**src/rtl/qidt_pkg.sv**
```systemverilog
// Shared constants, types and a helper function of the query ID translation table.
package qidt_pkg;

	localparam int SLOTS_DEF = 1024;

	localparam logic [1:0] REQ_QUERY = 2'd0;
	localparam logic [1:0] REQ_RESP  = 2'd1;
	localparam logic [1:0] REQ_TICK  = 2'd2;
	localparam logic [1:0] REQ_NONE  = 2'd3;

	localparam logic [2:0] STS_FWD       = 3'd0;
	localparam logic [2:0] STS_FWD_STALE = 3'd1;
	localparam logic [2:0] STS_RELAY     = 3'd2;
	localparam logic [2:0] STS_RANGE     = 3'd3;
	localparam logic [2:0] STS_DUP       = 3'd4;
	localparam logic [2:0] STS_TICK      = 3'd5;

	localparam logic [3:0] RCODE_SERVFAIL = 4'd2;
	localparam logic [1:0] TIMEOUT_RST    = 2'd2;
	localparam logic [1:0] AGE_MAX        = 2'd3;

	typedef struct packed {
		logic load;
		logic exec;
		logic clr;
		logic walk_start;
		logic walk;
		logic tick_out;
	} qidt_cmd_t;

	typedef struct packed {
		logic       clr_done;
		logic       walk_done;
		logic       out_free;
		logic [1:0] req_type;
	} qidt_sts_t;

	function automatic logic [2:0] bucket_of(input logic [31:0] lat);
		logic [2:0] b;
		if (lat < 32'd1000) b = 3'd0;
		else if (lat < 32'd10000) b = 3'd1;
		else if (lat < 32'd50000) b = 3'd2;
		else if (lat < 32'd100000) b = 3'd3;
		else if (lat < 32'd1000000) b = 3'd4;
		else b = 3'd5;
		return b;
	endfunction

endpackage

```
**src/rtl/qidt_ctrl.sv**
```systemverilog
// Controller state machine: clearing pass, item sequencing and the tick walk.
module qidt_ctrl import qidt_pkg::*; (
	input  logic      clk,
	input  logic      arst_n,
	input  logic      in_valid,
	output logic      in_stall,
	input  qidt_sts_t sts,
	output qidt_cmd_t cmd
);

	typedef enum logic [2:0] {S_CLEAR, S_IDLE, S_EXEC, S_TICK, S_TICK_OUT} state_t;

	state_t state_q;

	assign in_stall = (state_q != S_IDLE);

	always_comb begin
		cmd = '0;
		case (state_q)
			S_CLEAR: cmd.clr = 1'b1;
			S_IDLE: begin
				cmd.load = in_valid;
				cmd.walk_start = in_valid && (sts.req_type == REQ_TICK);
			end
			S_EXEC: cmd.exec = sts.out_free;
			S_TICK: cmd.walk = 1'b1;
			S_TICK_OUT: cmd.tick_out = sts.out_free;
			default: cmd = '0;
		endcase
	end

	always_ff @(posedge clk or negedge arst_n) begin
		if (!arst_n) begin
			state_q <= S_CLEAR;
		end else begin
			case (state_q)
				S_CLEAR: if (sts.clr_done) state_q <= S_IDLE;
				S_IDLE: begin
					if (in_valid) begin
						case (sts.req_type)
							REQ_QUERY, REQ_RESP: state_q <= S_EXEC;
							REQ_TICK: state_q <= S_TICK;
							default: state_q <= S_IDLE;
						endcase
					end
				end
				S_EXEC: if (sts.out_free) state_q <= S_IDLE;
				S_TICK: if (sts.walk_done) state_q <= S_TICK_OUT;
				S_TICK_OUT: if (sts.out_free) state_q <= S_IDLE;
				default: state_q <= S_IDLE;
			endcase
		end
	end

endmodule

```
**config.mk**
```make
export PLATFORM = sky130hd
export DESIGN_NAME = qidt_ctrl
export DESIGN_NICKNAME = d
export VERILOG_FILES = /design/src/rtl/qidt_pkg.sv /design/src/rtl/qidt_ctrl.sv
export SDC_FILE = /design/constraint.sdc
export NUM_CORES = 1
export LEC_CHECK = 0
export ABC_AREA = 1
export BUFFER_PORTS_ARGS = -buffer_cell sky130_fd_sc_hd__buf_2
export CAP_MARGIN = 20
export CELL_PAD_IN_SITES_DETAIL_PLACEMENT = 0
export CELL_PAD_IN_SITES_GLOBAL_PLACEMENT = 1
export CORE_AREA = 2 2 39 41
export DETAILED_ROUTE_END_ITERATION = 10
export DIE_AREA = 0 0 41 43
export PLACE_DENSITY_LB_ADDON = 0.1
export SYNTH_ARGS = -nofsm -noshare
export SYNTH_HDL_FRONTEND = slang
export SYNTH_SLANG_ARGS = --single-unit
export TNS_END_PERCENT = 20
```
**constraint.sdc**
```tcl
create_clock -name clk -period 1.16 [get_ports clk]
set_input_delay 0.232 -clock clk [delete_from_list [all_inputs] [get_ports clk]]
set_output_delay 0.232 -clock clk [all_outputs]
set_load 0.05 [all_outputs]
```
==> impl_metrics.yaml, run 1 <==
critical_path:
  regToRegStartpoint: "state_q[2]"
  worstRegToRegCells: 9
  critical_path_class: "flop to output port"
  cp.arrival_ns: 1.24
  worst-path-buf-inv: 3
  crit_top_cell: "nor2_4"
  critical_path.max_stage_delay_ns: 0.35
  cpMaxStageDelayCell: "dfrtp_1"
  path_max_fanout: 3
  cp-end-kind: "output port"
  r2r_end: "state_q[1]"
  path_cells: "inv_2 > nor2_4 > nand2_8 > buf_6 > nor2_4 > buf_8"
  critPathTopFamily: "flip-flops"
  startpoint_type: "flop"
  crit_required_ns: 0.93
  r2r_slack_ns: -0.03
placement:
  io_buffers: 14
  placed_area_um2: 480
  gp_congestion: 0.699
  dp_hpwl_um: 678
  dp_cells: 83
finish:
  final_common_cell: "buf_4"
  largestRegisters: "state_q (3)"
  final_cell_mix: "buf_4, nand2_1, buf_2, buf_6"
  regMostFlops: "state_q"
  area_growth_pct: 119
  stdcell_area_um2: 629
  multi_input_area_um2: 245
  nets: 84
  stdcell_count: 91
  drive_gt1_frac: 0.680
  largest_reg_flops: 3
  diodes: 0
  ff_latch_area_um2: 75.1
  fillerInstances: 148
detailed_routing:
  vias_per_cell: 4.09
  drc_errors: 0
  drt-pass1-iter-count: 4
  ant_nets: 0
  avgRoutedWirePerCell_um: 9.00
  dr_total_vias: 372
  drt_iter0_markers: 2
  drt_wl_total_um: 819
synth:
  ys_ff_latch: 3
  synth_area_um2: 288
  ys_seq_area_frac: 0.261
  ys.flop_type: "dfrtp_1"
  ys_types: 16
  async_reset_ff_frac: 1.00
  synth_edf_count: 0
  synth_cells: 44
  yosysWarnings: 0
  synth_fp_nets: 52
  synth.avg_cell_area_um2: 6.54
run:
  maxCapViolations: 0
timing:
  rsz0062_at_grt: "true"
  hold_ws_ns: 0.314
  slew_headroom: 0.835
  setup_viol: 10
  setup_ws_ns: -0.308
  tightestPinTransition_ns: 0.249
  skew_ns: 0.00571
  max_freq_ghz: 0.681
  min_period_ns: 1.47
  final_hold_viol_count: 0
  fin_crit_sh: 1.27
  drv_slew: 0
die:
  io_pins: 15
  die-area_um2: 1760
  chipWidth_um: 41
  core_area_um2: 1380
  die_h_um: 43
  initial_core_util: 0.208
  placementRows: 14
worst_hold_path:
  hold_path.class: "input pin to asynchronous set/reset pin"
power:
  pwr-share-clk: 0.110
  powerDensity_nw_per_um2: 2760
  p_comb_frac: 0.789
  vdd_drop_max_mv: 1.15
  p_sw_mw: 0.867
  p_leak_nw: 0.319
  p_total_mw: 1.74
  switching_share: 0.499
  power_frac_seq: 0.102
  p_int_mw: 0.872
run_status:
  status: "finished with violations"
  violations: "negative setup slack"
clocking:
  cts_buffer_depth: 2
  cts_tree: "done"
  clock_sinks: 3
  numCtsBuffers: 3
  worstSkewPairLatency_ns: 0.24
  root_buffer: "clkbuf_4"
  h-tree-depth: 1
  clk_pin_slew_ns: 0.04
global_route:
  grt.total_usage: 0.114
  busiest_layer: "met2"
  antenna_found_initial: 0
  first_global_vias: 361
  grt_overflow: 0
  use_met3: 0.0157
  use_met1: 0.136
  grt_pass1_wl_mm: 1.33
  met2_usage: 0.175
  grt_max_degree: 7
[synthesized netlist by cell type (2+ instances only)]
cell type | instances | share of area
dfrtp_1 | 3 | 0.26
nor2_2 | 2 | 0.043
nand2_2 | 4 | 0.087
nor2_1 | 5 | 0.065
nand3_1 | 2 | 0.035
inv_2 | 3 | 0.039
inv_1 | 6 | 0.078
nand4_1 | 3 | 0.065
nand2_1 | 9 | 0.12
[worst register-to-register path: cells and delay by family, from the launching register on]
kind	cells	cell delay (ns)
flip-flops	1	0.39
AND/OR/NAND/NOR	5	0.29
buffers and inverters	4	0.38
[cell type report]
cell class / count / area share
multi-input combinational: 31 / 0.390
clock buffer: 4 / 0.0417
inverter: 10 / 0.0636
tap: 16 / 0.0318
timing repair buffer: 27 / 0.354
sequential: 3 / 0.119
[metal layers]
| layer | routed length [um] | up-vias |
|---|---|---|
| li1 | - | 198 |
| met1 | 342 | 158 |
| met2 | 412 | 14 |
| met3 | 53 | 2 |
| met4 | 10 | 0 |
| met5 | 0 | - |
[worst max-delay path by stage]
| stage | cells after the start | startpoint | end |
|---|---|---|---|
| after CTS | 5 | state_q[2] | cmd[5] |
| after global placement | 5 | state_q[0] | cmd[2] |
| after floorplan | 4 | state_q[0] | cmd[2] |
| after detailed placement | 5 | state_q[0] | cmd[2] |
| after global routing | 6 | state_q[0] | cmd[5] |
| final | 6 | state_q[0] | cmd[5] |
[power by group through the flow]
stage,registers (mW),clock network (mW),logic (mW)
after floorplan,0.203,0,0.721
after global placement,0.173,0,1.11
after detailed placement,0.175,0,1.10
after CTS,0.175,0.195,1.29
after global routing,0.184,0.203,1.48
final,0.177,0.191,1.37
[metrics by stage]
step	setup slack (ns)	setup TNS (ns)	utilization
after global placement	-0.237	-1.08	0.347
after detailed placement	-0.254	-1.03	0.347
after floorplan	-0.532	-2.49	-
final	-0.308	-1.85	0.455
after CTS	-0.332	-2.05	0.431
after global routing	-0.384	-2.57	0.455
[cells by family (layout without fill, tap and decap cells)]
kind of cell | Yosys count | in the layout | share of synthesized area
flip-flops | 3 | 3 | 0.261
AO/OA/AOI/OAI | 1 | 1 | 0.0174
buffers and inverters | 10 | 41 | 0.130
AND/OR/NAND/NOR | 30 | 30 | 0.591
[repair_timing]
action / CTS / global route
setup endpoints to repair: 10 / 10
hold buffers: 1 / 0
endpoints found under the hold margin: 3 / 0
buffers inserted: 1 / 2
gates resized for setup: 22 / 5
pin swaps: 7 / 4
(Power assumes the default switching activity.)
==> run 2, diff against run 1 <==
--- a/config.mk
+++ b/config.mk
@@ -5,7 +5,7 @@
 export SDC_FILE = /design/constraint.sdc
 export NUM_CORES = 1
 export LEC_CHECK = 0
-export ABC_AREA = 1
+export ABC_AREA = 0
 export BUFFER_PORTS_ARGS = -buffer_cell sky130_fd_sc_hd__buf_2
 export CAP_MARGIN = 20
 export CELL_PAD_IN_SITES_DETAIL_PLACEMENT = 0
@@ -13,6 +13,7 @@
 export CORE_AREA = 2 2 39 41
 export DETAILED_ROUTE_END_ITERATION = 10
 export DIE_AREA = 0 0 41 43
+export GPL_TIMING_DRIVEN = 0
 export PLACE_DENSITY_LB_ADDON = 0.1
 export SYNTH_ARGS = -nofsm -noshare
 export SYNTH_HDL_FRONTEND = slang
==> run 2 against run 1 <==
  * Register-to-register slack got worse by 0.19 ns
  * The run still ends with negative setup slack left
  * Clock power about the same
  * Worst setup slack got worse by 0.11 ns
  * Sequential share of layout area increased by 4.0 points
  * Largest cell class unchanged
  * Largest power group unchanged
  * Count of clock-buffer cells in the layout unchanged
  * Synthesized area decreased by 8.7%
  * Sequential power increased by 12%
  * Final area decreased by 22%
  * Hold slack got worse by 0.024 ns
  * Combinational power decreased by 29%
  * Global-route usage decreased by 0.25 points
==> impl_metrics.yaml, run 2 <==
run_status:
  violations: "negative setup slack"
  status: "finished with violations"
critical_path:
  cpMaxStageDelayCell: "dfrtp_2"
  critical_path_class: "flop to output port"
  worstRegToRegCells: 4
  cp.arrival_ns: 1.35
  path_max_fanout: 6
  crit_required_ns: 0.93
  path_cells: "and4bb_4 > and3b_2 > buf_8"
  cp-end-kind: "output port"
  startpoint_type: "flop"
  critical_path.max_stage_delay_ns: 0.43
finish:
  diodes: 0
  regMostFlops: "state_q"
  multi_input_area_um2: 185
  final_common_cell: "buf_2"
  finalCoreUtilization: 0.353
  final_cell_mix: "buf_2, buf_6, nand2_1"
  nets: 61
  largest_reg_flops: 3
  drive_gt1_frac: 0.654
  fillerInstances: 154
  area_growth_pct: 85.7
  ff_latch_area_um2: 77.6
  largestRegisters: "state_q (3)"
run:
  maxCapViolations: 0
timing:
  skew_ns: 0.00400
  min_period_ns: 1.58
  slew_headroom: 0.836
  max_freq_ghz: 0.633
  fin_crit_sh: 1.36
  final_hold_viol_count: 0
  setup_viol: 9
  setup_tns_ns: -2.54
  rsz0062_at_grt: "true"
  drv_slew: 0
  setup_ws_ns: -0.419
  hold_ws_ns: 0.290
  tightestPinTransition_ns: 0.248
global_route:
  antenna_found_initial: 0
  grt_max_degree: 11
  grt.total_usage: 0.111
  grt_pass1_wl_mm: 1.28
  first_global_vias: 327
  grt_overflow: 0
detailed_routing:
  vias_per_cell: 4.60
  drt-pass1-iter-count: 2
  drt_iter0_markers: 4
  drt_wl_total_um: 738
  drc_errors: 0
  avgRoutedWirePerCell_um: 10.9
  ant_nets: 0
  dr_total_vias: 313
clocking:
  worstSkewPairLatency_ns: 0.24
  root_buffer: "clkbuf_4"
  h-tree-depth: 1
  numCtsBuffers: 3
  cts_tree: "done"
  cts_buffer_depth: 2
  clock_sinks: 3
  clk_pin_slew_ns: 0.04
synth:
  synth_cells: 30
  synth_fp_nets: 38
  synth_edf_count: 0
  ys_seq_area_frac: 0.286
  async_reset_ff_frac: 1.00
  synth_area_leaders: "dfrtp_1, and4bb_2, nand2b_1, nand2_1, or4b_4"
  synth_top_cells_by_count: "nand2_1, dfrtp_1, nand2b_1, nor2_1"
  synth.largest_area_cell: "dfrtp_1"
  ys_types: 19
  ys.flop_type: "dfrtp_1"
  synth_top_area_frac: 0.286
  yosysWarnings: 0
  synth.avg_cell_area_um2: 8.76
  synth_area_um2: 263
  yosysMostFrequentCell: "nand2_1"
  ys_ff_latch: 3
die:
  die_h_um: 43
  chipWidth_um: 41
  placementRows: 14
  die-area_um2: 1760
  initial_core_util: 0.190
  io_pins: 15
  core_area_um2: 1380
power:
  p_leak_nw: 0.228
  vdd_drop_max_mv: 0.563
  p_total_mw: 1.36
  powerDensity_nw_per_um2: 2780
worst_hold_path:
  hold_depth: 4
  hold_path.class: "input pin to flop"
placement:
  gp_congestion: 0.617
  io_buffers: 14
-- run 2: changes by cell type in the layout (fill, tap and decap cells not counted), moves of 3 or more --
cell | before | now
inv_2 | 4 | 0
nand3_2 | 3 | 0
nor2_4 | 4 | 0
buf_4 | 9 | 3
nand2_2 | 4 | 0
inv_1 | 4 | 1
nand4_1 | 3 | 0
nand2_1 | 8 | 4
-- run 2: cells by family (layout without fill, tap and decap cells) --
family / after synthesis / count (layout) / share of synthesized area
simple gates: 16 / 16 / 0.395
compound gates: 7 / 7 / 0.200
flops: 3 / 3 / 0.286
buf+inv: 3 / 25 / 0.0762
mux: 1 / 1 / 0.0429
-- run 2: final timing paths --
kind | startpoint | end | slack (ns)
min in group asynchronous | arst_n | state_q[0] | 0.32
max in group asynchronous | arst_n | state_q[2] | 0.72
min reg2reg | state_q[1] | state_q[0] | 0.62
max reg2reg | state_q[1] | state_q[0] | -0.22
max | state_q[2] | cmd[2] | -0.42
min | sts[0] | state_q[1] | 0.29
-- run 2: critical path: cells and delay by family (launching register included) --
kind                   cells  cell delay [ns]
buffers and inverters      1             0.14
DFF                        1             0.43
and+or+nand+nor            2             0.54
-- run 2: cell type report --
cell class | instances | share of cell area
Tap cell | 16 | 0.0410
Clock buffer | 4 | 0.0538
Buffer | 1 | 0.0231
Multi-Input combinational cell | 24 | 0.379
Timing Repair Buffer | 19 | 0.336
Inverter | 1 | 0.00769
Sequential cell | 3 | 0.159
-- run 2: routing by layer --
metal / global-route usage / wire, um / vias to the layer above
met1: 0.128 / 302 / 149
met5: 0 / 0 / -
met3: 0.0157 / 43 / 0
met2: 0.156 / 392 / 10
met4: 0.120 / 0 / 0
li1: - / - / 154
-- run 2: per-stage QoR --
step | instance area (um^2) | setup WS, ns | instances
floorplan | 284 | -0.355 | 30
global placement | 374 | -0.319 | 60
detailed placement | 374 | -0.324 | 60
CTS | 490 | -0.452 | 68
global route | 488 | -0.469 | 68
finish | 488 | -0.419 | 68
-- run 2: report_power, final --
group          total, mW  internal [mW]  switching [mW]
Clock              0.188          0.129          0.0584
Combinational      0.970          0.425           0.545
Sequential         0.198          0.151          0.0467
-- run 2: what timing repair did --
| item | in CTS | in global routing |
|---|---|---|
| setup endpoints to repair | 9 | 9 |
| hold buffers | 1 | 0 |
| hold endpoints to repair | 3 | 0 |
| cloned | 0 | 0 |
| gates resized for setup | 16 | 1 |
| buffers inserted | 3 | 1 |
| pin swaps | 4 | 2 |
